<file path="src/rtl/core/fhv_pkg.sv">
// Shared types and result codes for the floating-horizon visibility block.
`default_nettype none

package fhv_pkg;

  localparam int unsigned HEIGHT_W = 16;
  localparam int unsigned COLUMN_W = 10;

  typedef logic [1:0] vis_t;

  localparam vis_t VIS_NONE  = 2'd0;
  localparam vis_t VIS_ABOVE = 2'd1;
  localparam vis_t VIS_BELOW = 2'd2;

  // One column's horizon pair as held in the memory.
  typedef struct packed {
    logic signed [HEIGHT_W-1:0] upper;
    logic signed [HEIGHT_W-1:0] lower;
  } hword_t;

  // Outcome of testing one point against its column.
  typedef struct packed {
    vis_t   vis;
    logic   wr_en;
    hword_t word;
  } cls_res_t;

endpackage

`default_nettype wire

</file>
<file path="src/rtl/core/fhv_classify.sv">
// Point test against one column's horizons and the widened horizon pair.
`default_nettype none

module fhv_classify
  import fhv_pkg::*;
(
  input  hword_t                     cur,
  input  logic signed [HEIGHT_W-1:0] height,
  output cls_res_t                   res
);

  logic hidden;
  logic at_or_above;

  always_comb begin
    hidden      = (height < cur.upper) && (height > cur.lower);
    at_or_above = (height >= cur.upper);
    res.wr_en   = !hidden;
    res.vis     = hidden ? VIS_NONE : (at_or_above ? VIS_ABOVE : VIS_BELOW);
    // Widen both sides; a point can move either or both.
    res.word.upper = (height > cur.upper) ? height : cur.upper;
    res.word.lower = (height < cur.lower) ? height : cur.lower;
  end

endmodule

`default_nettype wire

</file>
<file path="config.mk">
export PLATFORM = sky130hd
export DESIGN_NAME = fhv_classify
export DESIGN_NICKNAME = d
export VERILOG_FILES = /design/src/rtl/core/fhv_pkg.sv /design/src/rtl/core/fhv_classify.sv
export SDC_FILE = /design/constraint.sdc
export NUM_CORES = 1
export LEC_CHECK = 0
export ABC_CLOCK_PERIOD_IN_PS = 4500
export BUFFER_PORTS_ARGS = -buffer_cell sky130_fd_sc_hd__buf_2
export CORE_UTILIZATION = 50
export DETAILED_ROUTE_END_ITERATION = 8
export GPL_ROUTABILITY_DRIVEN = 1
export GPL_TIMING_DRIVEN = 0
export PLACE_DENSITY_LB_ADDON = 0.1
export SLEW_MARGIN = 20
export SYNTH_ARGS = -nofsm -noshare
export SYNTH_HDL_FRONTEND = slang
export SYNTH_SLANG_ARGS = --single-unit
</file>
<file path="constraint.sdc">
create_clock -name vclk -period 4.5
set_input_delay 0.675 -clock vclk [all_inputs]
set_output_delay 0.675 -clock vclk [all_outputs]
set_load 0.005 [all_outputs]
</file>
Word level (Yosys, flattened, before mapping)
Index checks and enable logic that the tools add are counted.
{"block": "totals", "ff_bits": 0, "latchBits": 0, "ramBits": 0, "romBits": 0, "in_bits": 48, "output_inout_bits": 35, "wordCells": 11, "mem_count": 0}
{"block": "classes", "add_sub_neg": 0, "mul": 0, "n_div": 0, "n_lt_le_gt_ge": 5, "eq_ne": 0, "shifts": 0, "mux": 4, "bitwise_logic": 0, "n_reduce_logical": 2}
{"op": "$gt 16x16->1", "n": 2}
{"op": "$lt 16x16->1", "n": 2}
{"op": "$mux 16", "n": 2}
{"op": "$ge 16x16->1", "n": 1}
{"op": "$mux 2", "n": 2}
{"op": "$logic_and 1x1->1", "n": 1}
{"op": "$logic_not 1->1", "n": 1}

Depth between registers and ports, before layout
Gate-level depths: netlist of the first run.
{"block": "depth", "word_depth": 3, "mapped_depth": 9, "ltp_nobuf": 8}

Worst setup path before layout of the first run
Ideal clock, no wire load.
{"block": "synth_path", "path_kind": "input to output", "start": "input cur[29] (netlist name)", "end": "output res[21] (netlist name)", "arrival_time_ps": 2497, "required_ps": 3825, "slack_ps": 1328, "path_stages": 9, "n_path_buf": 1, "cell_sequence": "inv_1 ha_1 nand4_2 nor4_4 o21ai_1 a31o_2 o211ai_4 buf_6 mux2_2"}
{"element": "start: declaration", "line": "fhv_classify.sv:7", "rtl": "input hword_t cur,"}
{"element": "end: declaration", "line": "fhv_classify.sv:9", "rtl": "output cls_res_t res"}

==> reports/results.md, run 1 <==
| Step | Result | Reported |
| --- | --- | --- |
| outcome | Run status | completed |
| global route | Congestion Overflow GR | 0 |
| yosys | Adder-cell share of the synthesized area | 0.296 |
| yosys | Basic-gate share of the synthesized area counting and, or, nand and nor cells | 0.130 |
| cells and area | Final #Nets | 324 |
| cells and area | Clock buffers | 0 |
| cells and area | Number of diodes | 0 |
| detailed routing | Iteration-0 DRC Markers | 9 |
| cells and area | Sequential cell area | 0 µm² |
| global route | First-pass GRT wire length | 4.55 mm |
| floorplan | Chip Height | 54.0 µm |
| cells and area | Share of final-layout standard cells stronger than drive strength 1 | 0.525 |
| sta | Setup repair after global routing missed its margin | no |
| detailed routing | Total iterations of the first detailed-routing run | 4 |
| yosys | Share of the synthesized area in compound gates (AO/OA/AOI/OAI) | 0.160 |
| yosys | Synthesized netlist cell count | 159 |
| hold path | Type of the tightest min-delay check | input pin to primary output |
| cells and area | Sequential cell count | 0 |
| power | Overall power of the completed layout | 0.225 mW |
| critical path | Arrival time at the worst endpoint | 3.01 ns |
| floorplan | Count of boundary I/O pins | 83 |
| cells and area | Final std cell area, no fill | 0.00181 mm² |
| clock tree | CTS hold repair buffers | 0 |
| detailed routing | Routed length per instance | 10.9 µm |
| sta | Transition time of the tightest slew-check pin | 0.443 ns |
| detailed routing | Post-DR vias/cell | 5.06 |
| cells and area | Most common cell after layout, fill and taps aside | sky130_fd_sc_hd__buf_2 |
| clock tree | Post-CTS setup-driven buffer insertion count | 0 |
| placed design | Count of buffers inserted at the top-level ports | 83 |
| yosys | Synth Net Count | 239 |
| detailed routing | Post-route ant nets | 0 |
| yosys | Count of yosys warnings during synthesis | 0 |
| critical path | Crit-path max FO | 10 |
| sta | Final count of pins violating max slew | 0 |
| yosys | Avg Inst Size Synth | 8.51 µm² |
| sta | Post-layout minimum cycle time | 3.68 ns |
| critical path | Type of the worst setup path | input pin to primary output |
| global route | Pin count of the biggest net entering global routing | 11 |
| global route | Initial antenna violation count | 0 |
| floorplan | Effective utilization at floorplan | 0.537 |
| yosys | Sequential cell area fraction in the yosys report | 0 |
| yosys | Count of cell types in the netlist | 30 |
| cells and area | Fin cells | 272 |
| sta | Final count of negative-setup-slack endpoints | 0 |
| placed design | Half-perimeter wire length after detailed placement | 2.60 mm |
| yosys | XOR/XNOR Fraction of Synth Area | 0 |
| power | Power per cell area | 125 mW/mm² |
| placed design | Number of cells in the design after placement | 272 |
| sta | TNS Setup | 0 ns |
| detailed routing | Overall routed net length | 2.98 mm |
| sta | Worst hold margin | 1.66 ns |
| critical path | Nature of the critical path endpoint | primary output |
| cells and area | Number of fill cells | 224 |
| critical path | Data required time at the worst endpoint | 3.83 ns |
| global route | Via count of the first global-routing pass | 1146 |
| sta | Period Utilization, post-route | 0.819 |
| cells and area | Area growth, synth to finish | 33.5% |
| global route | Total GRT Usage | 0.200 |
| cells and area | Commonest cells after routing, fill and taps aside | 83 x sky130_fd_sc_hd__buf_2, 35 x sky130_fd_sc_hd__inv_1, 32 x sky130_fd_sc_hd__ha_1 |
| floorplan | Die outline width | 54.0 µm |
| sta | Maximum operating frequency | 271 MHz |
| power | Leakage power summed over all cells | 1.07 nW |
| placed design | RePlAce Congestion | 0.778 |
| clock tree | Number of instances resized during post-cts repair | 0 |
| sta | Max transition margin | 0.703 |
| power | Maximum VDD drop | 0.0759 mV |
| critical path | Sort of element at the start of the critical path | input pin |
| placed design | Instance area after placement | 0.00181 mm² |
| run | Max-cap violation count | 0 |
| floorplan | Die area | 0.00292 mm² |
| floorplan | Number of placement rows | 18 |
| detailed routing | Detailed-route via count | 1377 |
| detailed routing | DRC errors left | 0 |
| yosys | Largest family of logic cells by synthesized area | adder cells |
| yosys | Share of cell area taken by muxes after synthesis | 0.294 |
| sta | Hold violation total from the final report | 0 |
| floorplan | Area of the placeable core | 0.00252 mm² |
| yosys | Post-synthesis instance area | 0.00135 mm² |
==> cell usage after synthesis (all sizes together) <==
cell type	number	share of area
a21o	4	0.028
mux2	32	0.29
o221ai	1	0.0065
a211oi	2	0.011
nand2	9	0.025
o21a	1	0.0055
ha	32	0.30
nor2b	1	0.0046
a31o	1	0.0065
o211ai	1	0.016
and2	1	0.0055
inv	35	0.097
nand3	2	0.0074
nand4	5	0.032
nor2	5	0.014
o2111a	1	0.0092
nand2b	2	0.0092
o21ai	4	0.015
and4	1	0.0074
a311oi	2	0.013
buf	2	0.023
nor4	2	0.025
o21bai	1	0.0055
a21oi	12	0.044
==> kinds of logic after synthesis <==
family	Yosys count
buffers and inverters	37
and+or+nand+nor	28
muxes	32
AOI/OAI and AO/OA	30
adders and majority gates	32
==> cell type report <==
| class | count | area (µm²) | area share |
|---|---|---|---|
| well taps | 30 | 37.5 | 0.0208 |
| repair buffers | 83 | 415 | 0.230 |
| plain buffers | 2 | 31.3 | 0.0173 |
| inverters | 35 | 131 | 0.0727 |
| multi-input cells | 122 | 1190 | 0.659 |
==> worst max-delay path, cell delays in order <==
cell and delay (ns):
sky130_fd_sc_hd__buf_2 0.08, sky130_fd_sc_hd__inv_1 0.04, sky130_fd_sc_hd__ha_1 0.32, sky130_fd_sc_hd__nand4_2 0.16
sky130_fd_sc_hd__nor2_1 0.07, sky130_fd_sc_hd__a311oi_1 0.39, sky130_fd_sc_hd__nand3_1 0.21, sky130_fd_sc_hd__o211ai_4 0.38
sky130_fd_sc_hd__buf_6 0.21, sky130_fd_sc_hd__mux2_2 0.34, sky130_fd_sc_hd__buf_2 0.13
==> routing by layer <==
metal	share of wire	up-vias	wire length (µm)	GRT usage
li1	-	743	-	-
met3	0.043	0	128	0
met4	0	0	0	0
met1	0.48	593	1440	0.266
met2	0.47	41	1410	0.377
met5	0	-	0	0
==> report_power, final <==
group	switching [mW]	internal, mW
sequential	0	0
clock	0	0
combinational	0.0999	0.125
total	0.0999	0.125
==> stage by stage <==
stage,setup slack (ns),util
4_1_cts,0.820,0.716
5_1_grt,0.672,0.716
6_report,0.816,0.716
3_3_place_gp,0.828,0.716
3_5_place_dp,0.837,0.716
2_1_floorplan,1.33,-
==> final timing paths <==
path | start | to | slack [ns] | cells past startpoint
min | cur[2] | res[2] | 1.66 | 3
max | cur[29] | res[21] | 0.82 | 11
No activity file was read; power rests on OpenSTA's default activity.
==> run 2, diff against run 1 <==
- ABC_CLOCK_PERIOD_IN_PS: 4500 -> 3000
- CORE_UTILIZATION: 50 -> 42
- clock period: 4.5 -> 3 ns (I/O delays scaled with it)
==> run 2 against run 1 <==
Utilization is 2.4 points higher; worst setup slack worse by 0.85 ns; the run now ends with negative setup slack left; final cell count rose by 8.1%; first-iteration DRC count increased to 2.6 times the previous value; global-route usage is 0.48 points lower; sequential share of layout area unchanged; final area rose by 25%; power is 100% higher; via count increased by 6.0%; non-clock buffer count up 8; hold slack got worse by 0.46 ns; critical path type unchanged.
==> reports/results.md, run 2 (synthesized netlist as in run 1, its figures left out) <==
| Step | Result | Reported | Change |
| --- | --- | --- | --- |
| placed design | RePlAce Congestion | 0.793 | +1.9% |
| power | Switching Power | 0.188 mW | +88% |
| detailed routing | Post-DR vias/cell | 4.96 | -2.0% |
| power | Maximum VDD drop | 0.144 mV | +90% |
| floorplan | Number of placement rows | 20 | +2 |
| placed design | Half-perimeter wire length after detailed placement | 2.68 mm | +3.4% |
| placed design | Count of buffers inserted at the top-level ports | 83 | unchanged |
| cells and area | Sequential cell count | 0 | unchanged |
| detailed routing | Post-route ant nets | 0 | unchanged |
| detailed routing | Total iterations of the first detailed-routing run | 3 | -1 |
| cells and area | Sequential cell area | 0 µm² | unchanged |
| hold path | Type of the tightest min-delay check | input pin to primary output |  |
| sta | Max transition margin | 0.657 | -0.0457 |
| power | Leakage power summed over all cells | 1.22 nW | +14% |
| critical path | Sort of element at the start of the critical path | input pin |  |
| power | Power per cell area | 200 mW/mm² | +61% |
| power | Combinational group share of total power | 1.000 | about the same |
| power | Clock Power Share | 0 | unchanged |
| placed design | Post-Place Worst Slack | -0.304 ns | -1.14 ns |
| critical path | Nature of the critical path endpoint | primary output |  |
| global route | Global routing met3 resource utilization | 0.00440 | +0.00440 |
| detailed routing | Routed length per instance | 12.8 µm | +17% |
| cells and area | Clock buffers | 0 | unchanged |
| floorplan | Chip Height | 58.8 µm | +8.8% |
| critical path | Data required time at the worst endpoint | 2.55 ns | -1.28 ns |
| global route | Total GRT Usage | 0.195 | -0.00476 |
| global route | Fraction of met1 tracks used by global routing | 0.243 | -0.0236 |
| cells and area | Final cell utilization of the core | 0.741 | +0.0243 |
| sta | Post-layout minimum cycle time | 3.03 ns |  |
| cells and area | Most common cell after layout, fill and taps aside | sky130_fd_sc_hd__buf_2 |  |
| floorplan | Die area | 0.00345 mm² | +18% |
| hold path | Number of stages on the worst hold path | 3 | unchanged |
| global route | Congestion Overflow GR | 0 | unchanged |
| global route | Initial antenna violation count | 0 | unchanged |
| sta | Final count of pins violating max slew | 0 | unchanged |
| cells and area | Number of diodes | 0 | unchanged |
| detailed routing | DRC errors left | 0 | unchanged |
| outcome | Violated checks | negative setup slack |  |
| sta | Period Utilization, post-route | 1.01 |  |
| power | Register share of total power | 0 | unchanged |
| cells and area | Share of final-layout standard cells stronger than drive strength 1 | 0.620 | +0.0952 |
| global route | Most heavily used metal layer in global routing | met2 |  |
| critical path | Arrival time at the worst endpoint | 2.58 ns | -0.43 ns |
| cells and area | Final #Nets | 332 | +2.5% |
| sta | Transition time of the tightest slew-check pin | 0.511 ns | +0.0682 ns |
| floorplan | Area of the placeable core | 0.00305 mm² | +21% |
| run | Max-cap violation count | 0 | unchanged |
| sta | Worst setup slack after layout | -0.0305 ns | -0.846 ns |
| cells and area | Multi-input gate area | 0.00141 mm² | +18% |
| hold path | Hold path startpoint | cur[28] |  |
| global route | First-pass GRT wire length | 5.35 mm | +18% |
| floorplan | Effective utilization at floorplan | 0.443 | -0.0933 |
| outcome | Run status | finished, violations left |  |
| sta | Maximum operating frequency | 330 MHz |  |
| cells and area | Number of fill cells | 247 | +10% |
| power | Switching fraction of total power | 0.415 | -0.0287 |
| global route | Routing usage on met2 | 0.375 | -0.00154 |
| detailed routing | Iteration-0 DRC Markers | 23 | +14 |
| cells and area | Commonest cells after routing, fill and taps aside | 64 x sky130_fd_sc_hd__buf_2, 31 x sky130_fd_sc_hd__inv_1, 23 x sky130_fd_sc_hd__ha_1 |  |
| detailed routing | Overall routed net length | 3.75 mm | +26% |
| floorplan | Count of boundary I/O pins | 83 | unchanged |
| sta | TNS Setup | -0.139 ns | -0.139 ns |
| global route | Via count of the first global-routing pass | 1299 | +13% |
| sta | Final count of negative-setup-slack endpoints | 9 | +9 |
| global route | Pin count of the biggest net entering global routing | 11 | unchanged |
| power | Cell internal pwr | 0.265 mW | +110% |
| critical path | Crit-path max FO | 6 | -4 |
| cells and area | Area growth, synth to finish | 67.0% |  |
| clock tree | CTS hold repair buffers | 0 | unchanged |
| detailed routing | Detailed-route via count | 1459 | +6.0% |
| floorplan | Die outline width | 58.8 µm | +8.8% |
| critical path | Type of the worst setup path | input pin to primary output |  |
| hold path | Capture endpoint of the worst hold path | res[28] |  |
| sta | Setup repair after global routing missed its margin | yes |  |
| sta | Hold violation total from the final report | 0 | unchanged |
==> run 2: layout make-up <==
class | count | area share
Buffer | 2 | 0.0155
Inverter | 35 | 0.0592
Multi-Input combinational cell | 122 | 0.624
Tap cell | 44 | 0.0243
Timing Repair Buffer | 91 | 0.277
==> run 2: repair_timing <==
action / in CTS / in global routing
endpoints found under the setup margin: 26 / 26
gates cloned: 1 / 0
pin swaps: 9 / 12
setup buffers: 4 / 3
gates resized for setup: 16 / 49
==> run 2: power by group through the flow <==
stage               combinational [mW]  clock [mW]  sequential (mW)
floorplan                        0.215           0                0
global placement                 0.338           0                0
detailed placement               0.340           0                0
CTS                              0.382           0                0
global route                     0.494           0                0
finish                           0.453           0                0
==> run 2: worst max path at each step <==
stage          cells after the start        from  endpoint  slack [ns]
6_report                          11  height[14]   res[18]       -0.03
5_1_grt                           12     cur[30]   res[18]        -0.1
4_1_cts                           10   height[7]   res[20]       0.009
3_5_place_dp                      11     cur[31]   res[21]       -0.30
3_3_place_gp                      11     cur[31]   res[26]       -0.27
2_1_floorplan                      9     cur[29]   res[21]        0.28
==> run 2: metrics by stage <==
| step | power [mW] | area (µm²) | cells | hold WS [ns] |
|---|---|---|---|---|
| 3_3_place_gp | 0.338 | 1820 | 286 | 1.21 |
| 2_1_floorplan | 0.215 | 1350 | 159 | 1.02 |
| 3_5_place_dp | 0.340 | 1820 | 286 | 1.20 |
| 4_1_cts | 0.382 | 2000 | 291 | 1.21 |
| 6_report | 0.453 | 2260 | 294 | 1.19 |
| 5_1_grt | 0.494 | 2260 | 294 | 1.20 |
==> run 2: layer usage <==
metal / wire (µm) / up-vias
met3: 171 / 2
met5: 0 / -
met4: 19 / 0
met1: 1650 / 657
li1: - / 752
met2: 1920 / 48
==> run 2: critical path, stage by stage <==
cell and delay (ns):
sky130_fd_sc_hd__buf_8 0.10, sky130_fd_sc_hd__ha_4 0.28, sky130_fd_sc_hd__nand4_4 0.13, sky130_fd_sc_hd__buf_6 0.15
sky130_fd_sc_hd__nor4_4 0.32, sky130_fd_sc_hd__o21ai_2 0.12, sky130_fd_sc_hd__a31o_4 0.26, sky130_fd_sc_hd__o211ai_4 0.14
sky130_fd_sc_hd__buf_6 0.20, sky130_fd_sc_hd__mux2_4 0.31, sky130_fd_sc_hd__buf_6 0.12
==> run 3, diff against run 2 <==
--- a/config.mk
+++ b/config.mk
@@ -9,5 +9,6 @@
 export BUFFER_PORTS_ARGS = -buffer_cell sky130_fd_sc_hd__buf_2
+export CORE_ASPECT_RATIO = 0.6
 export CORE_UTILIZATION = 42
 export DETAILED_ROUTE_END_ITERATION = 8
-export GPL_ROUTABILITY_DRIVEN = 1
+export GPL_ROUTABILITY_DRIVEN = 0
 export GPL_TIMING_DRIVEN = 0
==> constraint.sdc (replaced) <==
create_clock -name vclk -period 3
set_input_delay 0.3 -clock vclk [all_inputs]
set_output_delay 0.3 -clock vclk [all_outputs]
set_load 0.005 [all_outputs]
==> run 3 against run 2 <==
The run now ends clean; die area is 0.21% higher; critical path depth is 1 lower; count of clock-buffer cells in the layout stayed put; final cell count is 2.0% lower; highest routed layer is now met3.
==> reports/results.md, run 3 (synthesized netlist as in run 1, its figures left out) <==
| Step | Result | Reported | Change |
| --- | --- | --- | --- |
| power | Combinational group share of total power | 1.000 | about the same |
| cells and area | Final std cell area, no fill | 0.00186 mm² | -18% |
| clock tree | CTS hold repair buffers | 0 | unchanged |
| sta | Setup repair after global routing missed its margin | no |  |
| cells and area | Commonest cells after routing, fill and taps aside | 83 x sky130_fd_sc_hd__buf_2, 35 x sky130_fd_sc_hd__inv_1, 32 x sky130_fd_sc_hd__ha_1 |  |
| power | Register share of total power | 0 | unchanged |
| global route | Via count of the first global-routing pass | 1206 | -7.2% |
| global route | Congestion Overflow GR | 0 | unchanged |
| cells and area | Final cell utilization of the core | 0.627 | -0.114 |
| cells and area | Clock buffers | 0 | unchanged |
| global route | Initial antenna violation count | 0 | unchanged |
| cells and area | Area growth, synth to finish | 37.2% |  |
| floorplan | Area of the placeable core | 0.00297 mm² | -2.9% |
| power | Clock Power Share | 0 | unchanged |
| global route | Pin count of the biggest net entering global routing | 11 | unchanged |
| placed design | Instance area after placement | 0.00182 mm² | -0.14% |
| sta | Final count of negative-setup-slack endpoints | 0 | -9 |
| sta | Worst hold margin | 0.906 ns | -0.285 ns |
| cells and area | Number of fill cells | 285 | +15% |
| detailed routing | Total iterations of the first detailed-routing run | 4 | +1 |
| critical path | Data required time at the worst endpoint | 2.70 ns | +0.15 ns |
| critical path | Arrival time at the worst endpoint | 2.50 ns | -0.08 ns |
| sta | TNS Setup | 0 ns | +0.139 ns |
| detailed routing | Routed length per instance | 10.8 µm | -15% |
| critical path | Sort of element at the start of the critical path | input pin |  |
| critical path | Type of the worst setup path | input pin to primary output |  |
| detailed routing | Post-route ant nets | 0 | unchanged |
| run | Max-cap violation count | 0 | unchanged |
| floorplan | Effective utilization at floorplan | 0.457 | +0.0131 |
| placed design | Half-perimeter wire length after detailed placement | 2.78 mm | +3.4% |
| power | Overall power of the completed layout | 0.351 mW | -23% |
| power | Leakage power summed over all cells | 1.09 nW | -10% |
| cells and area | Sequential cell area | 0 µm² | unchanged |
| detailed routing | Overall routed net length | 3.12 mm | -17% |
| sta | Period Utilization, post-route | 0.933 | -0.0774 |
| power | Cell internal pwr | 0.198 mW | -25% |
| outcome | Run status | completed |  |
| global route | First-pass GRT wire length | 5.02 mm | -6.2% |
| sta | Max transition margin | 0.701 | +0.0441 |
| floorplan | Die outline width | 75.3 µm | +28% |
| cells and area | Number of diodes | 0 | unchanged |
| floorplan | Number of placement rows | 15 | -25% |
| sta | Final count of pins violating max slew | 0 | unchanged |
| detailed routing | DRC errors left | 0 | unchanged |
| critical path | Crit-path max FO | 10 | +4 |
| cells and area | Multi-input gate area | 0.00120 mm² | -15% |
| cells and area | Sequential cell count | 0 | unchanged |
| floorplan | Chip Height | 46.0 µm | -22% |
| cells and area | Share of final-layout standard cells stronger than drive strength 1 | 0.537 | -0.0834 |
| power | Switching fraction of total power | 0.437 | +0.0213 |
| power | Switching Power | 0.153 mW | -19% |
| placed design | Count of buffers inserted at the top-level ports | 83 | unchanged |
| detailed routing | Post-DR vias/cell | 4.84 | -2.5% |
| global route | Total GRT Usage | 0.182 | -0.0129 |
| detailed routing | Iteration-0 DRC Markers | 15 | -35% |
| critical path | Nature of the critical path endpoint | primary output |  |
| power | Maximum VDD drop | 0.0953 mV | -34% |
| sta | Post-layout minimum cycle time | 2.80 ns | -0.232 ns |
| detailed routing | Detailed-route via count | 1394 | -4.5% |
| sta | Transition time of the tightest slew-check pin | 0.446 ns | -0.0658 ns |
| sta | Hold violation total from the final report | 0 | unchanged |
| hold path | Type of the tightest min-delay check | input pin to primary output |  |
| cells and area | Most common cell after layout, fill and taps aside | sky130_fd_sc_hd__buf_2 |  |
| floorplan | Count of boundary I/O pins | 83 | unchanged |
| sta | Maximum operating frequency | 357 MHz | +8.3% |
| cells and area | Final #Nets | 328 | -1.2% |
| power | Power per cell area | 189 mW/mm² | -5.9% |
| floorplan | Die area | 0.00346 mm² | +0.21% |
==> run 3: cell count changes in the layout (fill, tap and decap cells not counted), sizes merged <==
| cell | before | now |
|---|---|---|
| buf | 93 | 89 |
==> run 3: repair_timing <==
item,CTS,global route
resized for setup,0,1
buffers inserted,0,4
endpoints found under the setup margin,0,10
==> run 3: cell type report <==
type | count | area share
buffer | 2 | 0.0168
tap | 42 | 0.0283
inverter | 35 | 0.0707
timing repair buffer | 87 | 0.240
multi-input combinational | 122 | 0.644
==> run 3: layer usage <==
metal,GRT usage,share of wire,vias to the layer above
met2,0.304,0.40,36
met1,0.278,0.56,613
met3,0,0.040,0
met4,0,0,0
met5,0,0,-
li1,-,-,745
==> run 3: power by group through the flow <==
stage          clock network (mW)  registers [mW]  logic, mW
2_1_floorplan                   0               0      0.215
3_3_place_gp                    0               0      0.340
3_5_place_dp                    0               0      0.340
4_1_cts                         0               0      0.342
5_1_grt                         0               0      0.392
6_report                        0               0      0.351
==> run 3: critical path, cell delays in order <==
cell,delay (ns)
sky130_fd_sc_hd__buf_2,0.12
sky130_fd_sc_hd__ha_1,0.33
sky130_fd_sc_hd__nand4_1,0.18
sky130_fd_sc_hd__nor4_4,0.36
sky130_fd_sc_hd__o21ai_1,0.14
sky130_fd_sc_hd__a31o_2,0.28
sky130_fd_sc_hd__o211ai_4,0.12
sky130_fd_sc_hd__buf_6,0.20
sky130_fd_sc_hd__mux2_2,0.34
sky130_fd_sc_hd__buf_2,0.12
==> run 3: worst paths after layout <==
path / from / endpoint / cells after the start
hold / removal: cur[5] / res[5] / 3
setup / recovery: height[11] / res[21] / 10
==> run 3: per-stage QoR <==
stage                     setup WS [ns]  cells
final                             0.202    288
after global routing             0.0693    288
after CTS                        0.0146    284
after detailed placement         0.0356    284
after global placement           0.0340    284
after floorplan                   0.578    159
